### src/sv/owt_pkg.sv
// Shared types and constants for the overlapped tile walker.
`timescale 1ns / 1ps

package owt_pkg;

  // Number of independent walks and width of every raster coordinate.
  localparam int unsigned BANDS      = 4;
  localparam int unsigned BAND_BITS  = 2;
  localparam int unsigned COORD_BITS = 16;
  localparam int unsigned OVL_BITS   = 12;
  localparam int unsigned SNAP_BITS  = 8;
  localparam int unsigned CFG_BITS   = 16;
  localparam int unsigned SNAP_CNT_BITS = 4;

  // Operation codes carried with each input transaction.
  localparam logic [1:0] OP_START = 2'd0;
  localparam logic [1:0] OP_NEXT  = 2'd1;
  localparam logic [1:0] OP_STOP  = 2'd2;
  localparam logic [1:0] OP_NONE  = 2'd3;

  // Configuration register indexes.
  localparam logic [1:0] REG_MAX_TILE_WIDTH  = 2'd0;
  localparam logic [1:0] REG_MAX_TILE_HEIGHT = 2'd1;
  localparam logic [1:0] REG_OVERLAP_PIXELS  = 2'd2;
  localparam logic [1:0] REG_SNAP_FACTOR     = 2'd3;

  // Sequencer states.
  typedef enum logic [3:0] {
    S_IDLE,
    S_CHECK,
    S_SNAP_TC,
    S_SNAP_TR,
    S_EDGE,
    S_BLOCK,
    S_SNAP_BC,
    S_SNAP_BR,
    S_FINISH,
    S_EMIT
  } state_t;

endpackage

### src/sv/overlapped_tile_walker.sv
// Per-band raster tile walker with overlap, clamping and optional snapping.
//
// Channel   Direction  Handshake          Payload
// s_*       in         s_tvalid/s_tready  tdata: raster sizes, tuser: opcode and band
// m_*       out        m_tvalid/m_tready  tdata: block and tile geometry, tuser: valid_res
// cfg_*     in         cfg_we             cfg_index selects the register, cfg_data the value
//
// Start, stop and a next refused at its first check pass through the check and emit steps
// before the result register is loaded. Any other next also runs the edge, block and finish
// steps; with a snap factor above one it adds the four size roundings, each running 16 steps
// through one shared remainder unit.
// One item is in flight at a time; the next is accepted once the result is registered.
// rst is synchronous; it clears the sequencer, band flags, config registers and m_tvalid.
// A stalled output holds its result while the next transaction is already accepted; the
// result of that one then waits in the emit step until the output register is free.
`timescale 1ns / 1ps

module overlapped_tile_walker (
  input  logic                          clk,
  input  logic                          rst,
  // Input stream
  input  logic                          s_tvalid,
  output logic                          s_tready,
  input  logic [31:0]                   s_tdata,   // raster_width, raster_height
  input  logic [3:0]                    s_tuser,   // opcode, band
  // Output stream
  output logic                          m_tvalid,
  input  logic                          m_tready,
  output logic [127:0]                  m_tdata,   // block_columns, block_rows, block_left,
                                                   // block_top, tile_columns, tile_rows,
                                                   // tile_left, tile_top
  output logic                          m_tuser,   // valid_res
  // Configuration writes
  input  logic                          cfg_we,
  input  logic [1:0]                    cfg_index,
  input  logic [owt_pkg::CFG_BITS-1:0]  cfg_data
);

  localparam int unsigned CB = owt_pkg::COORD_BITS;

  // Configuration registers
  logic [CB-1:0]                    max_tile_width;
  logic [CB-1:0]                    max_tile_height;
  logic [owt_pkg::OVL_BITS-1:0]     overlap_pixels;
  logic [owt_pkg::SNAP_BITS-1:0]    snap_factor;

  // Per-band state
  logic                             band_active   [owt_pkg::BANDS];
  logic [CB-1:0]                    band_width    [owt_pkg::BANDS];
  logic [CB-1:0]                    band_height   [owt_pkg::BANDS];
  logic [CB-1:0]                    cursor_column [owt_pkg::BANDS];
  logic [CB-1:0]                    cursor_row    [owt_pkg::BANDS];

  // Captured transaction
  logic [1:0]                       opcode;
  logic [owt_pkg::BAND_BITS-1:0]    band;
  logic [CB-1:0]                    raster_width;
  logic [CB-1:0]                    raster_height;

  // Working registers
  owt_pkg::state_t                  state, state_next;
  logic [CB-1:0]                    cur_w, cur_h, cur_col, cur_row;
  logic [CB-1:0]                    tcols, trows, tright, tbottom;
  logic [CB-1:0]                    bleft, btop, bcols, brows;
  logic                             res_ok;

  // Shared remainder unit state
  logic [CB-1:0]                    snap_val;
  logic [owt_pkg::SNAP_BITS-1:0]    rem;
  logic [owt_pkg::SNAP_CNT_BITS-1:0] snap_cnt;

  // Combinational helpers
  logic                             accept;
  logic                             snap_on;
  logic                             snap_step;
  logic                             snap_done;
  logic                             next_ok;
  logic                             out_free;
  logic [owt_pkg::SNAP_BITS:0]      rem_shift;
  logic [owt_pkg::SNAP_BITS-1:0]    rem_new;
  logic [CB-1:0]                    snapped;
  logic [CB-1:0]                    span_w, span_h;
  logic [CB:0]                      reach_r, reach_b;
  logic [CB-1:0]                    bright, bbottom;
  logic [CB-1:0]                    bcols_raw, brows_raw;
  logic [CB-1:0]                    sel_w, sel_h, sel_col, sel_row;
  logic                             sel_active;

  assign accept   = s_tvalid && s_tready;
  assign snap_on  = snap_factor > owt_pkg::SNAP_BITS'(1);
  assign out_free = !m_tvalid || m_tready;

  // Band state read at the captured band
  assign sel_active = band_active[band];
  assign sel_w      = band_width[band];
  assign sel_h      = band_height[band];
  assign sel_col    = cursor_column[band];
  assign sel_row    = cursor_row[band];

  assign next_ok = (opcode == owt_pkg::OP_NEXT) && sel_active
                   && (sel_w != '0) && (sel_h != '0)
                   && !((sel_col == sel_w) && (sel_row == sel_h));

  // Tile size before snapping: the maximum tile clipped to the raster edge.
  assign span_w = (max_tile_width  < (sel_w - sel_col)) ? max_tile_width  : (sel_w - sel_col);
  assign span_h = (max_tile_height < (sel_h - sel_row)) ? max_tile_height : (sel_h - sel_row);

  // Far block edges grown by the overlap and clamped to the raster.
  assign reach_r   = {1'b0, tright}  + (CB + 1)'(overlap_pixels);
  assign reach_b   = {1'b0, tbottom} + (CB + 1)'(overlap_pixels);
  assign bright    = (reach_r < {1'b0, cur_w}) ? reach_r[CB-1:0] : cur_w;
  assign bbottom   = (reach_b < {1'b0, cur_h}) ? reach_b[CB-1:0] : cur_h;
  assign bcols_raw = bright - bleft;
  assign brows_raw = bbottom - btop;

  // Shared remainder unit: one dividend bit per cycle, most significant first.
  assign rem_shift = {rem, snap_val[owt_pkg::SNAP_CNT_BITS'(CB - 1) - snap_cnt]};
  assign rem_new   = (rem_shift >= {1'b0, snap_factor})
                     ? owt_pkg::SNAP_BITS'(rem_shift - {1'b0, snap_factor})
                     : rem_shift[owt_pkg::SNAP_BITS-1:0];
  assign snap_done = (snap_cnt == owt_pkg::SNAP_CNT_BITS'(CB - 1));
  assign snapped   = snap_val - CB'(rem_new);

  // Next-state logic
  always_comb begin
    state_next = state;
    unique case (state)
      owt_pkg::S_IDLE:    if (accept) state_next = owt_pkg::S_CHECK;
      owt_pkg::S_CHECK: begin
        if (!next_ok)     state_next = owt_pkg::S_EMIT;
        else if (snap_on) state_next = owt_pkg::S_SNAP_TC;
        else              state_next = owt_pkg::S_EDGE;
      end
      owt_pkg::S_SNAP_TC: if (snap_done) state_next = owt_pkg::S_SNAP_TR;
      owt_pkg::S_SNAP_TR: if (snap_done) state_next = owt_pkg::S_EDGE;
      owt_pkg::S_EDGE:    state_next = owt_pkg::S_BLOCK;
      owt_pkg::S_BLOCK:   state_next = snap_on ? owt_pkg::S_SNAP_BC : owt_pkg::S_FINISH;
      owt_pkg::S_SNAP_BC: if (snap_done) state_next = owt_pkg::S_SNAP_BR;
      owt_pkg::S_SNAP_BR: if (snap_done) state_next = owt_pkg::S_FINISH;
      owt_pkg::S_FINISH:  state_next = owt_pkg::S_EMIT;
      owt_pkg::S_EMIT:    if (out_free) state_next = owt_pkg::S_IDLE;
      default:            state_next = owt_pkg::S_IDLE;
    endcase
  end

  // Sequencer outputs
  always_comb begin
    s_tready  = 1'b0;
    snap_step = 1'b0;
    unique case (state)
      owt_pkg::S_IDLE:    s_tready  = 1'b1;
      owt_pkg::S_SNAP_TC,
      owt_pkg::S_SNAP_TR,
      owt_pkg::S_SNAP_BC,
      owt_pkg::S_SNAP_BR: snap_step = 1'b1;
      default: begin
        s_tready  = 1'b0;
        snap_step = 1'b0;
      end
    endcase
  end

  // State register
  always_ff @(posedge clk) begin
    if (rst) begin
      state <= owt_pkg::S_IDLE;
    end else begin
      state <= state_next;
    end
  end

  // Configuration registers
  always_ff @(posedge clk) begin
    if (rst) begin
      max_tile_width  <= CB'(2000);
      max_tile_height <= CB'(2000);
      overlap_pixels  <= '0;
      snap_factor     <= owt_pkg::SNAP_BITS'(1);
    end else if (cfg_we) begin
      unique case (cfg_index)
        owt_pkg::REG_MAX_TILE_WIDTH:  max_tile_width  <= cfg_data[CB-1:0];
        owt_pkg::REG_MAX_TILE_HEIGHT: max_tile_height <= cfg_data[CB-1:0];
        owt_pkg::REG_OVERLAP_PIXELS:  overlap_pixels  <= cfg_data[owt_pkg::OVL_BITS-1:0];
        owt_pkg::REG_SNAP_FACTOR:     snap_factor     <= cfg_data[owt_pkg::SNAP_BITS-1:0];
        default: ;
      endcase
    end
  end

  // Band activity flags: set by start, cleared by stop.
  always_ff @(posedge clk) begin
    if (rst) begin
      for (int i = 0; i < owt_pkg::BANDS; i++) band_active[i] <= 1'b0;
    end else if (state == owt_pkg::S_CHECK) begin
      if (opcode == owt_pkg::OP_START)     band_active[band] <= 1'b1;
      else if (opcode == owt_pkg::OP_STOP) band_active[band] <= 1'b0;
    end
  end

  // Band sizes and cursors
  always_ff @(posedge clk) begin
    if (state == owt_pkg::S_CHECK && opcode == owt_pkg::OP_START) begin
      band_width[band]    <= raster_width;
      band_height[band]   <= raster_height;
      cursor_column[band] <= '0;
      cursor_row[band]    <= '0;
    end else if (state == owt_pkg::S_FINISH && res_ok
                 && !(snap_on && (bcols == '0 || brows == '0))) begin
      if (tright == cur_w && tbottom == cur_h) begin
        cursor_column[band] <= cur_w;
        cursor_row[band]    <= cur_h;
      end else if (tright == cur_w) begin
        cursor_column[band] <= '0;
        cursor_row[band]    <= tbottom;
      end else begin
        cursor_column[band] <= tright;
      end
    end
  end

  // Transaction capture and geometry datapath
  always_ff @(posedge clk) begin
    if (accept) begin
      opcode        <= s_tuser[1:0];
      band          <= s_tuser[3:2];
      raster_width  <= s_tdata[15:0];
      raster_height <= s_tdata[31:16];
    end
    // The last step of a rounding hands over to the state arms below.
    if (snap_step && !snap_done) begin
      rem      <= rem_new;
      snap_cnt <= snap_cnt + owt_pkg::SNAP_CNT_BITS'(1);
    end
    case (state)
      owt_pkg::S_CHECK: begin
        res_ok   <= next_ok;
        cur_w    <= sel_w;
        cur_h    <= sel_h;
        cur_col  <= sel_col;
        cur_row  <= sel_row;
        tcols    <= span_w;
        trows    <= span_h;
        snap_val <= span_w;
        rem      <= '0;
        snap_cnt <= '0;
      end
      owt_pkg::S_SNAP_TC: begin
        if (snap_done) begin
          tcols    <= snapped;
          snap_val <= trows;
          rem      <= '0;
          snap_cnt <= '0;
        end
      end
      owt_pkg::S_SNAP_TR: begin
        if (snap_done) trows <= snapped;
      end
      owt_pkg::S_EDGE: begin
        tright  <= cur_col + tcols;
        tbottom <= cur_row + trows;
        bleft   <= (cur_col >= CB'(overlap_pixels)) ? cur_col - CB'(overlap_pixels) : '0;
        btop    <= (cur_row >= CB'(overlap_pixels)) ? cur_row - CB'(overlap_pixels) : '0;
      end
      owt_pkg::S_BLOCK: begin
        bcols    <= bcols_raw;
        brows    <= brows_raw;
        snap_val <= bcols_raw;
        rem      <= '0;
        snap_cnt <= '0;
      end
      owt_pkg::S_SNAP_BC: begin
        if (snap_done) begin
          bcols    <= snapped;
          snap_val <= brows;
          rem      <= '0;
          snap_cnt <= '0;
        end
      end
      owt_pkg::S_SNAP_BR: begin
        if (snap_done) brows <= snapped;
      end
      owt_pkg::S_FINISH: begin
        // A snapped block with a zero side is refused.
        if (snap_on && (bcols == '0 || brows == '0)) res_ok <= 1'b0;
      end
      default: ;
    endcase
  end

  // Output register: a refused item reports all zeros.
  always_ff @(posedge clk) begin
    if (rst) begin
      m_tvalid <= 1'b0;
    end else if (state == owt_pkg::S_EMIT && out_free) begin
      m_tvalid <= 1'b1;
    end else if (m_tready) begin
      m_tvalid <= 1'b0;
    end
  end

  always_ff @(posedge clk) begin
    if (state == owt_pkg::S_EMIT && out_free) begin
      m_tuser <= res_ok;
      if (res_ok) begin
        m_tdata <= {cur_row, cur_col, trows, tcols, btop, bleft, brows, bcols};
      end else begin
        m_tdata <= '0;
      end
    end
  end

  // The sequencer takes one transaction at a time.
  a_one_in_flight: assert property (@(posedge clk) disable iff (rst)
    (s_tvalid && s_tready) |=> !s_tready)
    else $error("input accepted while an item was still in progress");

  // A refused result carries no geometry.
  a_invalid_zero: assert property (@(posedge clk) disable iff (rst)
    (m_tvalid && !m_tuser) |-> (m_tdata == '0))
    else $error("refused result carries non-zero fields");

  // The core tile starts inside the overlapped block.
  a_tile_in_block: assert property (@(posedge clk) disable iff (rst)
    (m_tvalid && m_tuser) |-> (m_tdata[47:32] <= m_tdata[111:96]
                               && m_tdata[63:48] <= m_tdata[127:112]))
    else $error("tile origin lies outside its block");

  // A new result only appears after the emit step.
  a_emit_source: assert property (@(posedge clk) disable iff (rst)
    (m_tvalid && !$past(m_tvalid)) |-> ($past(state) == owt_pkg::S_EMIT))
    else $error("result raised outside the emit step");

endmodule
### config.mk
export PLATFORM = sky130hd
export DESIGN_NAME = overlapped_tile_walker
export DESIGN_NICKNAME = d
export VERILOG_FILES = /design/src/sv/owt_pkg.sv /design/src/sv/overlapped_tile_walker.sv
export SDC_FILE = /design/constraint.sdc
export NUM_CORES = 1
export LEC_CHECK = 0
export BUFFER_PORTS_ARGS = -buffer_cell sky130_fd_sc_hd__buf_2
export CAP_MARGIN = 0
export CORE_MARGIN = 2
export CORE_UTILIZATION = 46
export DETAILED_ROUTE_END_ITERATION = 8
export GPL_TIMING_DRIVEN = 0
export PLACE_DENSITY = 0.74
export SETUP_SLACK_MARGIN = 0.15
export SYNTH_ARGS = -nofsm -noshare
export SYNTH_HDL_FRONTEND = slang
export SYNTH_SLANG_ARGS = --single-unit
export TNS_END_PERCENT = 5
### constraint.sdc
create_clock -name clk -period 8.65 [get_ports clk]
set_clock_uncertainty 0.15 [all_clocks]
set_input_delay 0.4325 -clock clk [delete_from_list [all_inputs] [get_ports clk]]
set_output_delay 0.4325 -clock clk [all_outputs]
set_load 0.02 [all_outputs]
==> results of run 1 <==
## worst paths after layout
kind                                             startpoint                             end  depth (start not counted)
worst max-delay path                   tbottom[0]$_DFFE_PP_             brows[15]$_DFFE_PP_                         28
worst min-delay path                           cfg_index[1]  overlap_pixels[1]$_SDFFE_PP0P_                          5
worst max register to register         tbottom[0]$_DFFE_PP_             brows[15]$_DFFE_PP_                         28
worst min register to register  snap_factor[1]$_SDFFE_PP0P_     snap_factor[1]$_SDFFE_PP0P_                          2
## critical path: cells and delay by family (launching register included)
family                   cells  cell delay (ns)
AO/OA/AOI/OAI               16             3.88
adder cells (fa/ha/maj)      4             1.42
XOR/XNOR                     3             0.56
flip-flops                   1             0.55
AND/OR/NAND/NOR              3             0.43
buffers and inverters        1             0.37
multiplexers                 1             0.13
## power groups by stage
stage | clock (mW) | combinational, mW | sequential, mW
2_1_floorplan | 0 | 2.72 | 4.43
3_5_place_dp | 0 | 4.00 | 4.52
6_report | 3.37 | 4.14 | 4.46
4_1_cts | 3.41 | 4.06 | 4.45
5_1_grt | 3.55 | 4.46 | 4.47
3_3_place_gp | 0 | 3.93 | 4.54
## cell usage in the layout (no fill, tap or decap), drive strengths merged, types with 71 or more instances in the layout
master / count
a21oi: 172
and2: 139
buf: 228
clkbuf: 160
dfxtp: 71
edfxtp: 634
ha: 215
inv: 198
nand2: 228
nor2: 157
o21ai: 122
xnor2: 101
## synth_stat cells, drive strengths merged (18+ instances only)
cell and n:
a21o 51, a21oi 172, and2 139, and3 28
clkbuf 69, dfxtp 71, edfxtp 634, ha 215
inv 194, mux2 39, mux2i 30, mux4 69
nand2 228, nand2b 28, nand4 32, nor2 157
nor2b 29, nor3 50, nor4 29, o21a 18
o21ai 122, xnor2 101, xor2 62
## what timing repair did
| action | CTS | global route |
|---|---|---|
| gates resized for setup | 0 | 1 |
| endpoints found under the setup margin | 0 | 1 |
| hold endpoints to repair | 88 | 0 |
| hold buffers | 53 | 0 |
## metrics by stage
step | hold slack [ns] | util (%)
finish | 0.0866 | 53.8
global placement | 0.297 | 49.1
CTS | 0.0576 | 53.7
detailed placement | 0.301 | 49.7
floorplan | 0.286 | -
global route | 0.115 | 53.8
## state kept, by name (all words and copies together) (netlist names), 64 cells and up, named ones only
signal,cells
band_height,64
band_width,64
cursor_column,64
cursor_row,64
m_tdata,128
## logic make-up (layout without fill, tap and decap cells)
kind of cell             after synthesis  in the layout  share of synthesized area, %
AND/OR/NAND/NOR                      799            799                          11.3
flip-flops                           705            705                          57.4
AO/OA/AOI/OAI                        530            530                          9.54
buffers and inverters                280            683                          3.09
adder cells (fa/ha/maj)              227            227                          8.22
XOR/XNOR                             163            163                          4.00
multiplexers                         138            138                          6.43
other                                  0              4                             0
## per-layer routing
layer	GRT usage, %	part of all wire (%)
met1	34.4	42
met2	38.6	45
met3	4.91	9.2
met4	11.4	4.4
met5	0	0.083
## final cells by class
cell class              count  area, um^2
diodes                      4        10.0
plain buffers              86         373
clock buffers              91        1990
clock inverters            48         587
fillers                  6538       35600
inverters                 194         728
multi-input cells        1857       14200
flip-flops and latches    705       20500
well taps                1040        1300
repair buffers            264        1840
==> out/metrics.cfg, run 1 <==
[outcome]
status=finished clean

[cts]
cts.sink_count=705
clk_pin_slew_worst_paths_ns=0.06
tritoncts=yes
htreeDepth=3
cts_setup_buffers=0
clkLatencyLatePin_ns=0.65
cts.path.max_buffers=3
clock-root-buffer=clkbuf_16
cts_made_buffers=76

[timing]
max_freq_mhz=128
finalSetupViolCount=0
period_share_pct=90.0
worst_pin_slew_ns=1.35
fin_setup_tns_ns=0
hold_violations=0
period_needed_ns=7.79
relSlewSlack_pct=9.78
timing.final.ws_setup_ns=0.862
rsz0062_at_grt=no
drv_slew=0

[drt]
drtPass1Iterations=9
drtAntennaViolNets=0
wirelength_um=100000
drc=0
routed_via_density=5.69
vias=24400
drt-initial-drc-count=2574
routedWlPerCell_um=23.4

[floorplanning]
rows=102
die_h_um=282
die_w_um=282
dieArea_um2=79700
fp.coreArea_um2=77100
start_util_pct=46.2
pin_count=190

[pwr]
swShare_pct=35.5
sequentialPowerShare_pct=37.3
p_leak_nw=15.7
clkPwrFrac_pct=28.1
power_mw=12.0
comb_power_share_pct=34.6
power_density_nw_per_um2=289
p_sw_mw=4.25
vdd_drop_max_mv=0.225
intPower_mw=7.71

[synthesis]
synth_top_area_cell=edfxtp_1
ys_ff_latch=705
netlist_instances=2842
ys_seq_area_share_pct=57.4
syn_area_um2=35600
yosys-top-cells-area=edfxtp_1, ha_1, mux4_2, dfxtp_1, xnor2_1
synth-main-ff-cell=edfxtp_1
synthDistinctLibCells=81
synth.avg_cell_area_um2=12.5
yosysWarnings=0
synth_fp_nets=3128
synthDominantCellAreaShare_pct=53.4
async_reset_ff_share_pct=0
synth_edf_count=634

[worst_setup_path]
rrSetupSlack_ns=0.86
start_kind=flop
path_class=flop to flop
cpMaxStageDelayCell=a2111oi_1
crit_fanout=10
cp.arrival_ns=8.00
worstPathRequired_ns=8.87
end_kind=flop
slowest_delay_ns=0.58

[place]
placed_area_um2=38300
pre_cts_ws_ns=0.956
dp_hpwl_um=76800
io_buffers=187
gp_congestion=1.02
dp.cells=4093

[cells_and_area]
layout-drive-gt1-share_pct=15.3
instances_no_fill=4289
fin_area_um2=41400
nNetsFinal=3470
area_delta_synth_final_pct=16.3

[grt]
track_usage_pct=25.1
grt_pass1_wl_um=146000
grt_max_degree=41
antenna_found_initial=9
grt_pass1_vias=23400
gr-total-overflow=0

[run]
drv_cap=0

[worst_hold_path]
min_path_type=input pin to flop

No activity file was read; power rests on OpenSTA's default activity.
==> run 2, diff against run 1 <==
==> constraint.sdc (replaced) <==
create_clock -name clk -period 8.24 [get_ports clk]
set_clock_uncertainty 0.15 [all_clocks]
set_input_delay 0.412 -clock clk [delete_from_list [all_inputs] [get_ports clk]]
set_output_delay 0.412 -clock clk [all_outputs]
set_load 0.02 [all_outputs]
==> out/metrics.cfg, run 2 (same netlist as run 1, synthesis figures left out) <==
[worst_setup_path]
end_kind=flop
crit_fanout=10
path_class=flop to flop
worstPathRequired_ns=8.42
r2r_cells=22
start_kind=flop
regToRegEndpoint=tcols[8]$_DFFE_PP_
rrSetupSlack_ns=0.58
cp.arrival_ns=7.84

[pwr]
comb_power_share_pct=34.6
power_density_nw_per_um2=303
intPower_mw=8.10
swShare_pct=35.5
p_sw_mw=4.46
clkPwrFrac_pct=28.2
vdd_drop_max_mv=0.238
sequentialPowerShare_pct=37.3
p_leak_nw=15.7
power_mw=12.6

[floorplanning]
start_util_pct=46.2
pin_count=190
rows=102
die_h_um=282
fp.coreArea_um2=77100
dieArea_um2=79700
die_w_um=282

[drt]
routed_via_density=5.70
vias=24500
routedWlPerCell_um=23.4
drc=0
drtPass1Iterations=6
drt-initial-drc-count=2618
wirelength_um=100000
drtAntennaViolNets=0

[cts]
clk_pin_slew_worst_paths_ns=0.06
clock-root-buffer=clkbuf_16
clkLatencyLatePin_ns=0.65
cts.sink_count=705
tritoncts=yes
cts.path.max_buffers=3
htreeDepth=3
cts_made_buffers=76

[place]
dp_hpwl_um=76800
io_buffers=187
dp.cells=4093
gp_congestion=1.02

[timing]
hold_violations=0
relSlewSlack_pct=11.9
period_needed_ns=7.66
max_freq_mhz=131
drv_slew=0
rsz0062_at_grt=no
holdWs_ns=0.0629
finalSetupViolCount=0
fin_setup_tns_ns=0
worst_pin_slew_ns=1.32
period_share_pct=92.9

[outcome]
status=finished clean

[cells_and_area]
final_core_util_pct=53.8
final_common_cell=edfxtp_1
instances_no_fill=4289
largest_reg_flops=128
top_register=m_tdata
nNetsFinal=3470
layout_common_cells=edfxtp_1, nand2_1, ha_1, buf_2, inv_1
area_delta_synth_final_pct=16.3
layout-drive-gt1-share_pct=15.4

[grt]
grt_pass1_wl_um=146000
grt_max_degree=41
grt_pass1_vias=23400
track_usage_pct=25.1
gr-total-overflow=0
antenna_found_initial=9

[worst_hold_path]
whs_endpoint=overlap_pixels[0]$_SDFFE_PP0P_
min_path_type=input pin to flop
hp-start=cfg_index[1]
min_path_cells=5

[run]
drv_cap=0

[run 2: cell counts in the layout (fill, tap and decap cells not counted)]
No cell type changed its count.
[run 2: per-stage QoR]
| stage | setup WS, ns | cell area (um^2) |
|---|---|---|
| floorplan | 1.02 | 35600 |
| global placement | -1.25 | 37900 |
| detailed placement | 0.546 | 38300 |
| CTS | 0.495 | 41400 |
| global route | 0.191 | 41400 |
| finish | 0.584 | 41500 |
[run 2: worst max path at each step]
stage,startpoint,to,slack (ns),cells after the start
2_1_floorplan,state[0]$_SDFFE_PP0P_,m_tdata[0]$_SDFFCE_PN0P_,1.02,3
3_3_place_gp,state[0]$_SDFFE_PP0P_,m_tdata[102]$_SDFFCE_PN0P_,-1.25,3
3_5_place_dp,tbottom[0]$_DFFE_PP_,brows[12]$_DFFE_PP_,0.55,27
4_1_cts,tbottom[0]$_DFFE_PP_,brows[12]$_DFFE_PP_,0.50,27
5_1_grt,snap_cnt[0]$_DFF_P_,tcols[14]$_DFFE_PP_,0.19,27
6_report,flop,tcols[8]$_DFFE_PP_,0.58,22
[run 2: power groups by stage]
stage | logic [mW] | registers [mW] | clock network (mW)
after floorplan | 2.86 | 4.65 | 0
after global placement | 4.12 | 4.76 | 0
after detailed placement | 4.20 | 4.74 | 0
after CTS | 4.26 | 4.67 | 3.58
after global routing | 4.68 | 4.70 | 3.73
final | 4.34 | 4.68 | 3.54
[run 2: worst max-delay path, cell delays in order (launching register included)]
cell	delay, ns
dfxtp_1	0.33
buf_2	0.28
buf_4	0.26
clkbuf_1	0.54
buf_1	0.66
mux4_2	0.46
inv_1	0.13
ha_1	0.25
nor2b_1	0.13
o21ai_0	0.31
o211ai_1	0.21
and3_1	0.23
o21a_1	0.19
o41ai_1	0.38
xnor2_1	0.23
ha_1	0.34
nand4_1	0.09
o31ai_1	0.35
nand4_1	0.14
a21oi_1	0.26
clkbuf_1	0.39
o21ai_0	0.38
o21ai_0	0.68
[run 2: cell type report]
cell class | count | area (um^2)
Timing Repair Buffer | 264 | 1840
Antenna cell | 4 | 10.0
Clock buffer | 91 | 1990
Sequential cell | 705 | 20500
Multi-Input combinational cell | 1857 | 14200
Inverter | 194 | 728
Buffer | 86 | 374
Clock inverter | 48 | 587
Fill cell | 6539 | 35600
Tap cell | 1040 | 1300
[run 2: per-layer routing]
layer	track usage [%]	wire, um
met1	34.4	41700
met3	4.91	9440
met5	0	83
met2	38.6	44600
met4	11.4	4470
[run 2: timing repair]
| item | in CTS | in global routing |
|---|---|---|
| resized for setup | 0 | 5 |
| buffers inserted | 0 | 0 |
| hold buffers | 53 | 0 |
| endpoints found under the setup margin | 0 | 7 |
| endpoints found under the hold margin | 91 | 0 |
